`config.mk`:
```
export PLATFORM = sky130hd
export DESIGN_NAME = reed_solomon_parity_encoder
export DESIGN_NICKNAME = d
export VERILOG_FILES = /design/src/rtl/rsp_pkg.sv /design/src/rtl/rsp_cell.sv /design/src/rtl/reed_solomon_parity_encoder.sv
export SDC_FILE = /design/constraint.sdc
export NUM_CORES = 2
export LEC_CHECK = 0
export ABC_AREA = 1
export ABC_CLOCK_PERIOD_IN_PS = 8300
export BUFFER_PORTS_ARGS = -buffer_cell sky130_fd_sc_hd__buf_2
export CORE_MARGIN = 4
export CORE_UTILIZATION = 60
export CTS_BUF_LIST = sky130_fd_sc_hd__clkbuf_4
export CTS_CLUSTER_SIZE = 12
export DETAILED_ROUTE_END_ITERATION = 8
export GPL_TIMING_DRIVEN = 0
export PLACE_DENSITY = 0.76
export REMOVE_ABC_BUFFERS = 1
export SYNTH_ARGS = -nofsm -noshare
export SYNTH_HDL_FRONTEND = slang
export SYNTH_HIERARCHICAL = 1
export SYNTH_SLANG_ARGS = --single-unit
```
`constraint.sdc`:
```
create_clock -name clk -period 8.3 [get_ports clk]
set_input_delay 1.66 -clock clk [delete_from_list [all_inputs] [get_ports clk]]
set_output_delay 1.66 -clock clk [all_outputs]
set_load 0.1 [all_outputs]
```
`src/rtl/rsp_pkg.sv`:
```
package rsp_pkg;

  localparam int MAX_DEGREE = 30;
  localparam int RESET_DEGREE = 10;
  localparam int ECC_DEGREE_W = 5;
  localparam logic [7:0] GF_POLY_LOW = 8'h1D;

  typedef struct packed {
    logic       init;
    logic       clear;
    logic       iter;
    logic       step;
    logic       close;
    logic       shift;
    logic [7:0] root;
    logic [7:0] factor;
  } cell_ctrl_t;

  function automatic logic [7:0] xtime(input logic [7:0] a);
    xtime = {a[6:0], 1'b0} ^ (a[7] ? GF_POLY_LOW : 8'h00);
  endfunction

  function automatic logic [7:0] gf_mul(input logic [7:0] a, input logic [7:0] b);
    logic [7:0] acc;
    acc = 8'h00;
    for (int bit_idx = 7; bit_idx >= 0; bit_idx--) begin
      acc = xtime(acc);
      if (b[bit_idx]) begin
        acc = acc ^ a;
      end
    end
    gf_mul = acc;
  endfunction

endpackage

```
`src/rtl/rsp_cell.sv`:
```
module rsp_cell #(
  parameter int DW  = 5,
  parameter int IDX = 0
) (
  input  logic                clk,
  input  rsp_pkg::cell_ctrl_t ctrl,
  input  logic [DW-1:0]       init_deg,
  input  logic [7:0]          g_up,
  input  logic [7:0]          r_up,
  input  logic [7:0]          p_up,
  output logic [7:0]          g,
  output logic [7:0]          r,
  output logic [7:0]          p
);

  logic [7:0] mul;
  logic [7:0] r_next;
  logic       top;

  assign mul    = rsp_pkg::gf_mul(g, ctrl.iter ? ctrl.root : ctrl.factor);
  assign r_next = r_up ^ mul;
  assign top    = (init_deg == DW'(IDX + 1));

  always_ff @(posedge clk) begin
    if (ctrl.init) begin
      g <= top ? 8'h01 : 8'h00;
    end else if (ctrl.iter) begin
      g <= mul ^ g_up;
    end
  end

  always_ff @(posedge clk) begin
    if (ctrl.clear) begin
      r <= 8'h00;
    end else if (ctrl.step) begin
      r <= ctrl.close ? 8'h00 : r_next;
    end
  end

  always_ff @(posedge clk) begin
    if (ctrl.step && ctrl.close) begin
      p <= r_next;
    end else if (ctrl.shift) begin
      p <= p_up;
    end
  end

endmodule

```
`src/rtl/reed_solomon_parity_encoder.sv`:
```
// Parity for a block is valid in the cycle after its last data beat is taken.
// Throughput: one data beat per cycle when not stalled; d parity beats per block, one
// per cycle while parity_ready is high, overlapping the next block's data. A last beat
// waits while the prior block's parity is pending, unless only its final parity beat
// remains and is taken that cycle. Reset and every degree write rebuild the generator,
// one root per cycle through the cell row; data_ready is low during write and rebuild.
module reed_solomon_parity_encoder #(
  parameter int MAX_DEGREE = rsp_pkg::MAX_DEGREE
) (
  input  logic                            clk,
  input  logic                            rst,
  input  logic                            cfg_wr_en,
  input  logic [rsp_pkg::ECC_DEGREE_W-1:0] cfg_wr_data,
  input  logic                            data_valid,
  output logic                            data_ready,
  input  logic [7:0]                      data_byte,
  input  logic                            last_byte,
  output logic                            parity_valid,
  input  logic                            parity_ready,
  output logic [7:0]                      parity_byte,
  output logic                            last_parity
);

  localparam int DW = $clog2(MAX_DEGREE + 1);
  localparam int CW = (DW > rsp_pkg::ECC_DEGREE_W) ? DW : rsp_pkg::ECC_DEGREE_W;

  logic [DW-1:0] deg;
  logic [DW-1:0] bld_cnt;
  logic [DW-1:0] pcnt;
  logic [7:0]    root;
  logic [CW-1:0] deg_raw;
  logic [DW-1:0] deg_new;
  logic          init;
  logic          busy;
  logic          load_ok;
  logic          accept;
  logic          shift;

  logic [7:0] g_arr [MAX_DEGREE+1];
  logic [7:0] r_arr [MAX_DEGREE+1];
  logic [7:0] p_arr [MAX_DEGREE+1];

  rsp_pkg::cell_ctrl_t ctrl;

  assign init    = rst || cfg_wr_en;
  assign deg_raw = rst ? CW'(rsp_pkg::RESET_DEGREE) : CW'(cfg_wr_data);

  always_comb begin
    priority if (deg_raw == '0) begin
      deg_new = DW'(1);
    end else if (deg_raw > CW'(MAX_DEGREE)) begin
      deg_new = DW'(MAX_DEGREE);
    end else begin
      deg_new = deg_raw[DW-1:0];
    end
  end

  assign busy         = (bld_cnt != '0);
  assign parity_valid = (pcnt != '0);
  assign last_parity  = (pcnt == DW'(1));
  assign parity_byte  = p_arr[0];
  assign shift        = parity_valid && parity_ready;
  assign load_ok      = (pcnt == '0) || ((pcnt == DW'(1)) && parity_ready);
  assign data_ready   = !init && !busy && (!last_byte || load_ok);
  assign accept       = data_valid && data_ready;

  always_comb begin
    ctrl.init   = init;
    ctrl.clear  = init;
    ctrl.iter   = busy && !init;
    ctrl.step   = accept && !init;
    ctrl.close  = last_byte;
    ctrl.shift  = shift;
    ctrl.root   = root;
    ctrl.factor = data_byte ^ r_arr[0];
  end

  always_ff @(posedge clk) begin
    if (init) begin
      deg     <= deg_new;
      bld_cnt <= deg_new;
      root    <= 8'h01;
    end else if (busy) begin
      bld_cnt <= bld_cnt - DW'(1);
      root    <= rsp_pkg::xtime(root);
    end
  end

  always_ff @(posedge clk) begin
    if (rst) begin
      pcnt <= '0;
    end else if (accept && last_byte) begin
      pcnt <= deg;
    end else if (shift) begin
      pcnt <= pcnt - DW'(1);
    end
  end

  assign g_arr[MAX_DEGREE] = 8'h00;
  assign r_arr[MAX_DEGREE] = 8'h00;
  assign p_arr[MAX_DEGREE] = 8'h00;

  for (genvar j = 0; j < MAX_DEGREE; j++) begin : g_cell
    rsp_cell #(
      .DW  (DW),
      .IDX (j)
    ) u_cell (
      .clk      (clk),
      .ctrl     (ctrl),
      .init_deg (deg_new),
      .g_up     (g_arr[j+1]),
      .r_up     (r_arr[j+1]),
      .p_up     (p_arr[j+1]),
      .g        (g_arr[j]),
      .r        (r_arr[j]),
      .p        (p_arr[j])
    );
  end

endmodule
```
==> flow_summary.ini <==
[logic_synthesis]
synth_ff_type = edfxtp_1
ys_types = 44
synth_seq_area_share = 0.223
synth_warnings = 6
async_flop_share = 0
syn_inst = 14573
ys_seq_elements = 743
syn_area_per_cell_um2 = 6.08
synth_edf_count = 490
synth_area_um2 = 88600

[drt]
drc = 4
routed_via_density = 5.48
vias = 92253
wl_per_cell_um = 16.4
wirelength_mm = 277
ant_nets = 0
dr.pass1.iters = 9
initialDrtViolationCount = 10097

[finish]
area.growth.synth_to_final_pct = 5.96
layout_common_cells = nand2_1, inv_1, nand3_1
drive_above_1_share = 0.148
layout_commonest_cell = nand2_1
nets = 14768

[clocking]
clkTransAtPathRegs_ns = 0.07
cts_tree = built
cts_resized = 0
root_buffer = clkbuf_4
cts_max_level = 4
worstSkewPairLatency_ns = 1.18
numCtsBuffers = 188
clock_sinks = 743
cts_setup_buffers = 0
cts_hold_buf = 0
clockBufferDepth = 3

[sta]
rsz0062_at_grt = false
relSlewSlack = 0.307
fin_skew_ns = 0.108
fin_crit_sh = 0.676
tightest_slew_ns = 1.04
slew_viol_final = 0
max_freq_mhz = 178
final.min_clock_period_ns = 5.61
final_hold_viol_count = 0
tns_ns = 0
setup_viol = 0

[floorplanning]
die_w_um = 392
num_io_pins = 30
die-area_um2 = 154000
core_um2 = 146000
rows = 140
initial_core_util = 0.606
die_h_um = 392

[pwr]
p_leak_nw = 45.9
peakVddDrop_mv = 0.423
power_per_cell_area_nw_per_um2 = 418
switching_share = 0.576
p_clk_frac = 0.085
p_sw_mw = 22.6
power.total_mw = 39.2
p_int_mw = 16.6
pwr-share-comb = 0.738
p_seq_frac = 0.177

[hold_path]
min_path_type = reg -> reg

[critical_path]
slowest_stage = buf_16
cp.required_ns = 9.14
path_class = in -> reg
crit_chain = buf_2 > or2_4 > inv_1 > nand2_1 > inv_8 > buf_16 > buf_16 > inv_2 > nand2_1 > nand2_4 > nand2_1 > nand2_2 > nand2_4 > nand2_2 > nand2_1 > nand2_1 > nand2_2 > inv_2 > nand2_4 > nand2_4 > xor2_2 > or2_2 > nand3_1 > o31ai_1
slowest_delay_ns = 0.56
cp_common_cell = nand2_1
startpoint_type = primary input
cpLargestDelayFamily = buffers and inverters
end_kind = register
critPathArrivalTime_ns = 6.46
critPathMaxFanout = 126
cp_num_buf_inv = 7

[grt]
grt_max_degree = 127
grt_usage = 0.348
grt_pass1_wl_mm = 435
grt.overflow.total = 0
grt_pass1_vias = 85385
grt_antenna_before_repair = 6

[place]
port_buffers = 29
hpwl_mm = 207
place.gp.congestion = 0.970

[outcome]
violations = DRC
outcome = finished with violations

[run]
drv_cap = 0
[layout make-up]
cell class                      count  area [um2]
Multi-Input combinational cell  11490       59400
Fill cell                       13878       52200
Sequential cell                   743       19800
Inverter                         2253        8540
Tap cell                         1917        2400
Clock buffer                      256        1920
Timing Repair Buffer               68        1090
Clock inverter                     96         642
Antenna cell                       12        30.0
[per-layer routing]
metal	global-route usage	wire length, um	vias up
met4	0.154	11900	0
met1	0.449	113000	41944
met5	0	0	-
li1	-	-	45220
met2	0.575	126000	4254
met3	0.0556	25300	835
[final timing paths]
kind	from	endpoint	slack (ns)	depth (start not counted)
setup / recovery	rst	g_cell[22].u_cell/g[0]	2.69	24
hold / removal	g_cell[3].u_cell/p[4]	g_cell[2].u_cell/p[4]	0.47	2
setup reg to reg	bld_cnt[0]	g_cell[22].u_cell/g[0]	3.05	26
hold reg to reg	g_cell[3].u_cell/p[4]	g_cell[2].u_cell/p[4]	0.47	2
[metrics by stage]
| step | cell area (um2) | cells | setup WS (ns) | hold WS (ns) | utilization |
|---|---|---|---|---|---|
| 2_1_floorplan | 87600 | 14486 | -7.42 | 0.453 | - |
| 3_3_place_gp | 90100 | 16432 | -15.94 | 0.467 | 0.617 |
| 3_5_place_dp | 91300 | 16471 | 1.57 | 0.471 | 0.625 |
| 4_1_cts | 93800 | 16823 | 2.84 | 0.441 | 0.642 |
| 5_1_grt | 93800 | 16830 | 2.38 | 0.480 | 0.642 |
| 6_report | 93900 | 16835 | 2.69 | 0.469 | 0.642 |
[sequential cells by signal, indices dropped and copies added (netlist names)]
| register | cells |
|---|---|
| g_cell.u_cell/r | 240 |
| deg | 5 |
| bld_cnt | 5 |
| g_cell.u_cell/p | 240 |
| root | 8 |
| g_cell.u_cell/g | 240 |
| pcnt | 5 |
[Yosys cell counts (124+ instances only)]
cell      instances  area share
nand2_1        5042        0.21
inv_1          1981       0.084
nand3_1        1540       0.087
nor2_1         1380       0.058
nand2_2         849       0.060
xor2_1          551       0.054
edfxtp_1        490        0.17
xnor2_1         428       0.042
a21oi_1         366       0.021
nand2_4         347       0.044
dfxtp_1         253       0.057
o21ai_0         247       0.014
inv_2           181      0.0077
nand3b_1        124       0.011
[power by group through the flow]
stage	Clock, mW	Combinational (mW)	Sequential (mW)
after floorplan	0	22.8	6.27
after global placement	0	27.5	6.98
after detailed placement	0	28.3	6.96
after CTS	3.39	28.4	6.90
after global routing	3.60	32.2	7.02
final	3.33	29.0	6.95
[cells by family (layout without fill, tap and decap cells)]
logic type	Yosys count	count (layout)	synth area share
simple gates	9667	9667	0.510
buf+inv	2376	2673	0.109
xor+xnor	1069	1069	0.113
flops	743	743	0.223
compound gates	712	712	0.0437
fa+ha+maj	5	5	0.000706
other cells	1	49	0.0000423
[worst register-to-register path: stages (launching register included)]
cell	delay (ns)
edfxtp_1	0.34
inv_1	0.07
ha_1	0.20
inv_1	0.05
nor2_1	0.04
nand2_1	0.17
nand2_1	0.29
inv_8	0.53
buf_16	0.56
buf_16	0.57
inv_2	0.38
nand2_1	0.18
nand2_4	0.10
nand2_1	0.11
nand2_2	0.09
nand2_4	0.10
nand2_2	0.06
nand2_1	0.06
nand2_1	0.06
nand2_2	0.10
inv_2	0.06
nand2_4	0.09
nand2_4	0.07
xor2_2	0.16
or2_2	0.28
nand3_1	0.11
o31ai_1	0.08
(Power assumes the default switching activity.)
